File: src/wpm_pkg.sv
// ----------------------------------------------------------------------------
// wpm_pkg
// Shared constants, types and helpers for the wildcard pattern matcher.
// ----------------------------------------------------------------------------
package wpm_pkg;

	// pattern capacity and derived widths
	localparam int MAX_PATTERN = 32;
	localparam int ADDR_W      = $clog2(MAX_PATTERN);
	localparam int LEN_W       = $clog2(MAX_PATTERN + 1);

	// special pattern bytes
	localparam logic [7:0] STAR_BYTE = 8'h2A;
	localparam logic [7:0] DOT_BYTE  = 8'h2E;

	// request opcodes
	typedef enum logic [1:0] {
		OP_CLEAR  = 2'd0,
		OP_APPEND = 2'd1,
		OP_BEGIN  = 2'd2,
		OP_TEXT   = 2'd3
	} op_t;

	// controller states
	typedef enum logic [1:0] {
		ST_IDLE,
		ST_FETCH,
		ST_SWEEP,
		ST_DONE
	} state_t;

	// controller to datapath commands
	typedef struct packed {
		logic start;
		logic fetch;
		logic sweep;
		logic load_out;
	} ctl_cmd_t;

	// datapath to controller status
	typedef struct packed {
		logic last_col;
		logic len_zero;
	} ctl_sts_t;

	// pattern element accepts a text byte
	function automatic logic elem_accepts(input logic [7:0] pat, input logic [7:0] c);
		elem_accepts = (pat == DOT_BYTE) || (pat == c);
	endfunction

endpackage

File: src/wpm_ram.sv
// ----------------------------------------------------------------------------
// wpm_ram
// Generic single-write, single-read RAM with registered read data.
// ----------------------------------------------------------------------------
module wpm_ram #(
	parameter int WIDTH = 8,
	parameter int DEPTH = 32
) (
	input  logic                     clk,
	input  logic                     we,
	input  logic [$clog2(DEPTH)-1:0] waddr,
	input  logic [WIDTH-1:0]         wdata,
	input  logic [$clog2(DEPTH)-1:0] raddr,
	output logic [WIDTH-1:0]         rdata
);

	logic [WIDTH-1:0] mem [DEPTH];

	// write port and registered read port
	always_ff @(posedge clk) begin
		if (we) begin
			mem[waddr] <= wdata;
		end
		rdata <= mem[raddr];
	end

endmodule

File: src/wpm_ctrl.sv
// ----------------------------------------------------------------------------
// wpm_ctrl
// Controller: request handshake, column sweep sequencing, output register valid.
// ----------------------------------------------------------------------------
module wpm_ctrl (
	input  logic                clk,
	input  logic                arst_n,
	input  logic                s_axis_tvalid,
	output logic                s_axis_tready,
	output logic                m_axis_tvalid,
	input  logic                m_axis_tready,
	input  wpm_pkg::ctl_sts_t   sts,
	output wpm_pkg::ctl_cmd_t   cmd
);

	wpm_pkg::state_t state_q, state_d;
	logic            out_valid_q;

	// state register
	always_ff @(posedge clk or negedge arst_n) begin
		if (!arst_n) begin
			state_q <= wpm_pkg::ST_IDLE;
		end else begin
			state_q <= state_d;
		end
	end

	// next state and commands
	always_comb begin
		state_d       = state_q;
		cmd           = '0;
		s_axis_tready = 1'b0;
		unique case (state_q)
			wpm_pkg::ST_IDLE: begin
				s_axis_tready = 1'b1;
				if (s_axis_tvalid) begin
					cmd.start = 1'b1;
					state_d   = wpm_pkg::ST_FETCH;
				end
			end
			wpm_pkg::ST_FETCH: begin
				cmd.fetch = 1'b1;
				state_d   = sts.len_zero ? wpm_pkg::ST_DONE : wpm_pkg::ST_SWEEP;
			end
			wpm_pkg::ST_SWEEP: begin
				cmd.sweep = 1'b1;
				if (sts.last_col) begin
					state_d = wpm_pkg::ST_DONE;
				end
			end
			wpm_pkg::ST_DONE: begin
				if (!out_valid_q || m_axis_tready) begin
					cmd.load_out = 1'b1;
					state_d      = wpm_pkg::ST_IDLE;
				end
			end
			default: state_d = wpm_pkg::ST_IDLE;
		endcase
	end

	// output register valid
	always_ff @(posedge clk or negedge arst_n) begin
		if (!arst_n) begin
			out_valid_q <= 1'b0;
		end else if (cmd.load_out) begin
			out_valid_q <= 1'b1;
		end else if (m_axis_tready) begin
			out_valid_q <= 1'b0;
		end
	end

	assign m_axis_tvalid = out_valid_q;

endmodule

File: src/wpm_dpath.sv
// ----------------------------------------------------------------------------
// wpm_dpath
// Datapath: pattern RAM, length, match row updated one column per cycle.
// ----------------------------------------------------------------------------
module wpm_dpath (
	input  logic              clk,
	input  logic              arst_n,
	input  wpm_pkg::ctl_cmd_t cmd,
	output wpm_pkg::ctl_sts_t sts,
	input  logic [1:0]        op,
	input  logic [7:0]        symbol,
	output logic              matched,
	output logic              overflow
);

	logic [wpm_pkg::LEN_W-1:0]   len_q;
	logic [wpm_pkg::MAX_PATTERN:0] row_q;
	logic [wpm_pkg::LEN_W-1:0]   j_q;
	logic                        text_q;
	logic [7:0]                  sym_q;
	logic                        ovf_q;
	logic                        old_prev_q;
	logic [7:0]                  prev_pat_q;

	logic                        has_room;
	logic                        ram_we;
	logic [wpm_pkg::ADDR_W-1:0]  ram_raddr;
	logic [7:0]                  pat;
	logic [wpm_pkg::LEN_W-1:0]   jm1;
	logic [wpm_pkg::LEN_W-1:0]   jm2;
	logic                        j_gt1;
	logic                        new_bit;

	assign has_room = (len_q < wpm_pkg::LEN_W'(wpm_pkg::MAX_PATTERN));
	assign ram_we   = cmd.start && (wpm_pkg::op_t'(op) == wpm_pkg::OP_APPEND) && has_room;
	assign jm1      = j_q - wpm_pkg::LEN_W'(1);
	assign j_gt1    = (j_q > wpm_pkg::LEN_W'(1));
	assign jm2      = j_gt1 ? (j_q - wpm_pkg::LEN_W'(2)) : '0;

	// fetch reads pattern byte j-1, sweep reads ahead for the next column
	assign ram_raddr = cmd.fetch ? jm1[wpm_pkg::ADDR_W-1:0] : j_q[wpm_pkg::ADDR_W-1:0];

	wpm_ram #(
		.WIDTH(8),
		.DEPTH(wpm_pkg::MAX_PATTERN)
	) u_pat_ram (
		.clk  (clk),
		.we   (ram_we),
		.waddr(len_q[wpm_pkg::ADDR_W-1:0]),
		.wdata(symbol),
		.raddr(ram_raddr),
		.rdata(pat)
	);

	// next value of column j
	always_comb begin
		if (!text_q) begin
			new_bit = j_gt1 && (pat == wpm_pkg::STAR_BYTE) && row_q[jm2];
		end else if (pat != wpm_pkg::STAR_BYTE) begin
			new_bit = old_prev_q && wpm_pkg::elem_accepts(pat, sym_q);
		end else begin
			new_bit = j_gt1 && (row_q[jm2] ||
				(row_q[j_q] && wpm_pkg::elem_accepts(prev_pat_q, sym_q)));
		end
	end

	// pattern length and row control state
	always_ff @(posedge clk or negedge arst_n) begin
		if (!arst_n) begin
			len_q  <= '0;
			row_q  <= {{wpm_pkg::MAX_PATTERN{1'b0}}, 1'b1};
			j_q    <= '0;
			text_q <= 1'b0;
			ovf_q  <= 1'b0;
		end else if (cmd.start) begin
			j_q    <= wpm_pkg::LEN_W'(1);
			ovf_q  <= 1'b0;
			text_q <= (wpm_pkg::op_t'(op) == wpm_pkg::OP_TEXT);
			unique case (wpm_pkg::op_t'(op))
				wpm_pkg::OP_CLEAR: begin
					len_q <= '0;
					row_q <= {{wpm_pkg::MAX_PATTERN{1'b0}}, 1'b1};
				end
				wpm_pkg::OP_APPEND: begin
					if (has_room) begin
						len_q <= len_q + wpm_pkg::LEN_W'(1);
					end else begin
						ovf_q <= 1'b1;
					end
					row_q <= {{wpm_pkg::MAX_PATTERN{1'b0}}, 1'b1};
				end
				wpm_pkg::OP_BEGIN: begin
					row_q <= {{wpm_pkg::MAX_PATTERN{1'b0}}, 1'b1};
				end
				wpm_pkg::OP_TEXT: begin
					row_q[0] <= 1'b0;
				end
				default: row_q <= row_q;
			endcase
		end else if (cmd.sweep) begin
			row_q[j_q] <= new_bit;
			j_q        <= j_q + wpm_pkg::LEN_W'(1);
		end
	end

	// payload registers of the sweep
	always_ff @(posedge clk) begin
		if (cmd.start) begin
			sym_q      <= symbol;
			old_prev_q <= row_q[0];
		end else if (cmd.sweep) begin
			old_prev_q <= row_q[j_q];
			prev_pat_q <= pat;
		end
	end

	// output data register
	always_ff @(posedge clk) begin
		if (cmd.load_out) begin
			matched  <= row_q[len_q];
			overflow <= ovf_q;
		end
	end

	assign sts.last_col = (j_q == len_q);
	assign sts.len_zero = (len_q == '0);

endmodule

File: src/wildcard_pattern_matcher_top.sv
// A request is accepted only in the idle state; the controller then fetches,
// sweeps the match row one column per cycle through the single pattern RAM
// read port, and loads the output register before it accepts the next request.
// A finished result waits in the output register while the next request runs.
// Reset: empty pattern, match row at row zero, no result pending;
// the pattern RAM keeps its contents and is not cleared.
// ----------------------------------------------------------------------------
// wildcard_pattern_matcher_top
// Full-text match against a stored pattern with '.' and '*' wildcards.
// ----------------------------------------------------------------------------
module wildcard_pattern_matcher_top (
	input  logic       clk,
	input  logic       arst_n,
	input  logic       s_axis_tvalid,
	output logic       s_axis_tready,
	input  logic [7:0] s_axis_tdata,   // [7:0] symbol
	input  logic [1:0] s_axis_tuser,   // [1:0] op
	output logic       m_axis_tvalid,
	input  logic       m_axis_tready,
	output logic [7:0] m_axis_tdata    // [0] matched, [1] overflow, [7:2] zero
);

	wpm_pkg::ctl_cmd_t cmd;
	wpm_pkg::ctl_sts_t sts;
	logic              matched;
	logic              overflow;

	// controller
	wpm_ctrl u_ctrl (
		.clk          (clk),
		.arst_n       (arst_n),
		.s_axis_tvalid(s_axis_tvalid),
		.s_axis_tready(s_axis_tready),
		.m_axis_tvalid(m_axis_tvalid),
		.m_axis_tready(m_axis_tready),
		.sts          (sts),
		.cmd          (cmd)
	);

	// datapath
	wpm_dpath u_dpath (
		.clk     (clk),
		.arst_n  (arst_n),
		.cmd     (cmd),
		.sts     (sts),
		.op      (s_axis_tuser),
		.symbol  (s_axis_tdata),
		.matched (matched),
		.overflow(overflow)
	);

	assign m_axis_tdata = {6'b0, overflow, matched};

endmodule
File: config.mk
export PLATFORM = sky130hd
export DESIGN_NAME = wildcard_pattern_matcher_top
export DESIGN_NICKNAME = d
export VERILOG_FILES = /design/src/wpm_pkg.sv /design/src/wpm_ram.sv /design/src/wpm_ctrl.sv /design/src/wpm_dpath.sv /design/src/wildcard_pattern_matcher_top.sv
export SDC_FILE = /design/constraint.sdc
export NUM_CORES = 1
export LEC_CHECK = 0
export ABC_AREA = 1
export BUFFER_PORTS_ARGS = -buffer_cell sky130_fd_sc_hd__buf_2
export CAP_MARGIN = 20
export CORE_MARGIN = 2
export CORE_UTILIZATION = 35
export DETAILED_ROUTE_END_ITERATION = 10
export GPL_TIMING_DRIVEN = 0
export PLACE_DENSITY_LB_ADDON = 0.12
export REMOVE_ABC_BUFFERS = 1
export SLEW_MARGIN = 15
export SYNTH_ARGS = -nofsm -noshare
export SYNTH_HDL_FRONTEND = slang
export SYNTH_SLANG_ARGS = --single-unit
File: constraint.sdc
create_clock -name clk -period 2.8 [get_ports clk]
set_clock_uncertainty 0.15 [all_clocks]
set_input_delay 0.28 -clock clk [delete_from_list [all_inputs] [get_ports clk]]
set_output_delay 0.28 -clock clk [all_outputs]
set_load 0.02 [all_outputs]
==> impl_summary.log <==
[metrics] worst-case headroom to the max-slew limit: 30.3%
[metrics] worst-case reg-to-reg path depth: 11
[metrics] capture endpoint of the worst hold path: u_dpath.j_q[3]
[metrics] cell with the biggest individual delay on the critical path: sky130_fd_sc_hd__dfrtp_2
[metrics] fmax: 0.359 GHz
[metrics] vias: 11200
[metrics] insertion delay to the later sink of the worst-skew pair: 0.56 ns
[metrics] Setup WS post-layout: 0.0140 ns
[metrics] post-synthesis to final-layout area growth: 20.9%
[metrics] synth warn: 0
[metrics] HP Class: input pin to flop
[metrics] routed wire length per instance: 23.0 um
[metrics] dpl hpwl: 25900 um
[metrics] worst-case register-to-register setup slack: 0.01 ns
[metrics] Nets: 1510
[metrics] clock network fraction of total power: 22.5%
[metrics] maximum number of pins on one net before global-route repair: 51
[metrics] number of cell rows: 76
[metrics] final hold violations: 0
[metrics] biggest cell delay along the critical path: 0.40 ns
[metrics] reg-to-reg endpoint: u_dpath.u_pat_ram.rdata[3]
[metrics] core footprint: 43200 um^2
[metrics] area fraction of the dominant cell type after synthesis: 53.8%
[metrics] Most used DFF post-synth: sky130_fd_sc_hd__edfxtp_1
[metrics] sequential share of the synthesized area: 63.0%
[metrics] leakage power: 6.53 nW
[metrics] cell-by-cell trace of the critical path: clkinvlp_4 > ha_4 > o21ai_4 > buf_12 > buf_16 > o21ai_0 > o221ai_1 > nand3_1 > nand2_2 > nor2_1 > a31oi_2
[metrics] core utilization of the finished layout: 43.0%
[metrics] maximum level of the CTS H-tree: 2
[metrics] clock buffer count from CTS: 39
[metrics] Avg Vias per Cell: 5.37
[metrics] Max Transition Viols Final: 0
[metrics] Final Setup Violations: 0
[metrics] Worst Path Buf+Inv: 3
[metrics] total power after layout: 21.5 mW
[metrics] CTS sink cnt: 333
[metrics] mean instance size in the synthesized netlist: 10.7 um^2
[metrics] Post-Place Worst Slack: -1.44 ns
[metrics] power density relative to cell area: 1160 nW/um^2
[metrics] flip-flop and latch count after synthesis: 333
[metrics] Async S/R FF share, synth: 15.0%
[metrics] first-pass GRT wire length: 69500 um
[metrics] count of non-filler cells in the finished layout: 2093
[metrics] CP startpoint kind: flop
[metrics] cell taking the most area after synthesis: sky130_fd_sc_hd__edfxtp_1
[metrics] net switching power: 9.39 mW
[metrics] Post-Route Hold Slack: 0.0226 ns
[metrics] startpoint of the worst setup timing path: u_dpath.j_q[1]
[metrics] outcome: finished, final reports clean
[metrics] total congestion overflow after global routing: 0
[metrics] global-route total usage across every layer: 20.9%
[metrics] Filler Cell Count: 4112
[metrics] setup repair after global routing missed its margin: true
[metrics] biggest area contributors in the synthesized netlist: sky130_fd_sc_hd__edfxtp_1, sky130_fd_sc_hd__dfrtp_1, sky130_fd_sc_hd__o21ai_0, sky130_fd_sc_hd__nor2_1, sky130_fd_sc_hd__nand2_1
[metrics] accumulated negative setup slack: 0 ns
[metrics] Top delay family on crit path: compound AO/OA/AOI/OAI gates
[metrics] residual DRC count: 0
[metrics] share of post-route cells with drive strength above 1: 19.0%
[metrics] width of the die: 213 um
[metrics] Ant. Diodes: 0
[metrics] number of flops mapped to enable cells by yosys: 275
[metrics] part of the power in registers: 28.4%
[metrics] FF-to-FF Start: u_dpath.j_q[1]
[metrics] Critical Setup Path Class: flop to flop
[metrics] required time of the critical path: 3.12 ns
[metrics] worst-case vdd ir drop: 694 uV
[metrics] Commonest cells post-synth: sky130_fd_sc_hd__edfxtp_1, sky130_fd_sc_hd__nor2_1, sky130_fd_sc_hd__o21ai_0, sky130_fd_sc_hd__nand2_1, sky130_fd_sc_hd__nand3_1
[metrics] switching share of power: 43.6%
[metrics] CTS clock-pin slew for the worst setup and hold paths: 0.06 ns
[metrics] vias in the first global route: 10600
[metrics] number of instances in the placed design: 1969
[metrics] count of cells along the worst hold path: 4
[metrics] Starting Density: 35.6%
[metrics] worst slew pin tran: 1.04 ns
[metrics] Internal Power: 12.1 mW
[metrics] worst path arrival time: 3.10 ns
[metrics] final instance area: 18600 um^2
[metrics] fraction of power consumed by combinational cells: 49.1%
[metrics] number of top-level pins: 24
[metrics] Clock Tree Root: sky130_fd_sc_hd__clkbuf_16
[metrics] HP Start: s_axis_tvalid
[metrics] Setup crit end kind: flop
[metrics] Die Footprint: 45600 um^2
[metrics] weighted congestion at the end of routability-driven global placement: 0.905
[metrics] mapped cell area: 15400 um^2
[metrics] Post-DRT Antenna Nets: 0
[metrics] Die Y-Extent: 213 um
[metrics] # Max-Cap Violations: 0
[metrics] largest fanout on the critical path: 14
[metrics] DRT iter0 DRCs: 966
[metrics] post-synth cell types: 55
[metrics] post-detailed-placement cell area: 16000 um^2
[metrics] port bufs: 17
[metrics] maximum buffer depth of the clock tree: 3
[metrics] initial antenna violation count: 0
[metrics] TritonCTS clock tree: yes
[metrics] routed wire length: 48100 um
[metrics] most repeated cell in the gate-level netlist after synthesis: sky130_fd_sc_hd__edfxtp_1
[metrics] period utilisation layout: 99.5%
[metrics] number of standard cells after synthesis: 1440
[metrics] number of detailed-route iterations in the first pass: 5
[metrics] final critical path time including I/O delays and setup: 2.79 ns
cell families (layout without fill, tap and decap cells):
kind of cell               Yosys count  in the layout  synth area share [%]
buffers and inverters              166            222                  5.15
and+or+nand+nor                    587            594                  17.2
xor gates and xnor gates            15             15                 0.904
AOI/OAI and AO/OA                  322            322                  12.5
adders and majority gates           16             16                  1.30
other                                1              6                0.0244
DFF                                333            333                  63.0
worst max-delay path by stage:
stage	to	slack (ns)	cells past startpoint
after CTS	u_dpath.u_pat_ram.rdata[2]	-0.12	14
after global routing	u_dpath.row_q[22]	-0.02	19
final	u_dpath.u_pat_ram.rdata[3]	0.01	11
after floorplan	u_dpath.u_pat_ram.rdata[0]	-3.30	10
after global placement	u_dpath.u_pat_ram.rdata[3]	-9.26	10
after detailed placement	u_dpath.u_pat_ram.rdata[3]	-1.44	12
timing repair:
item                                   4_1_cts  5_1_grt
resized for setup                          123       52
gates cloned                                14        7
setup endpoints to repair                  298      298
endpoints found under the hold margin       56        0
hold buffers                                 4        0
buffers inserted                            23        8
pin swaps                                   17       20
power groups by stage:
stage	sequential (mW)	clock (mW)	combinational [mW]
finish	6.11	4.85	10.6
global route	6.15	5.15	11.3
CTS	6.09	4.94	9.62
detailed placement	6.24	0	7.91
global placement	6.30	0	6.08
floorplan	6.14	0	4.66
metal layers:
layer  global-route usage [%]  vias up  routed length, um
met4                     6.92        0               1140
met2                     32.3      311              21800
li1                         -     5224                  -
met5                        0        -                  0
met3                     3.31       67               2520
met1                     30.1     5634              22700
worst min-delay path, cell delays in order:
cell and delay (ns):
sky130_fd_sc_hd__buf_2 0.10, sky130_fd_sc_hd__nand2_2 0.16, sky130_fd_sc_hd__nand2_1 0.12, sky130_fd_sc_hd__nor2_1 0.03
area by class of cell:
cell class	instances	area (um^2)	area share, %
Clock inverter	24	185	0.998
Inverter	78	392	2.11
Sequential cell	333	9680	52.1
Tap cell	585	732	3.94
Clock buffer	45	998	5.38
Timing Repair inverter	3	27.5	0.148
Timing Repair Buffer	72	956	5.15
Multi-Input combinational cell	953	5590	30.1
layout by cell type, fill, tap and decap left out, drive strengths merged, types with 2 or more instances in the layout:
master / netlist / routed
dlygate4sd3: 0 / 4
dfxtp: 8 / 8
xor2: 9 / 9
a21oi: 27 / 27
clkbuf: 42 / 51
edfxtp: 275 / 275
o21ai: 203 / 203
bufbuf: 0 / 3
inv: 75 / 74
o221ai: 64 / 64
clkinv: 3 / 23
bufinv: 0 / 2
nor4: 3 / 3
o211ai: 4 / 4
xnor2: 6 / 6
nand4: 6 / 6
o22ai: 7 / 7
dfrtp: 49 / 49
nor2: 244 / 245
nor3: 11 / 11
ha: 16 / 16
clkinvlp: 0 / 6
nand3b: 2 / 2
nand3: 114 / 115
buf: 46 / 59
nand2: 201 / 206
a31oi: 9 / 9
or2: 4 / 4
conb: 1 / 6
sequential cells by signal, indices dropped and copies added (netlist names), 2 cells and up:
register and flops:
u_dpath.prev_pat_q 8, u_dpath.j_q 6, u_dpath.sym_q 8, u_ctrl.state_q 2, u_dpath.len_q 6, u_dpath.row_q 33, u_dpath.u_pat_ram.mem 256, u_dpath.u_pat_ram.rdata 8
(Power assumes the default switching activity.)
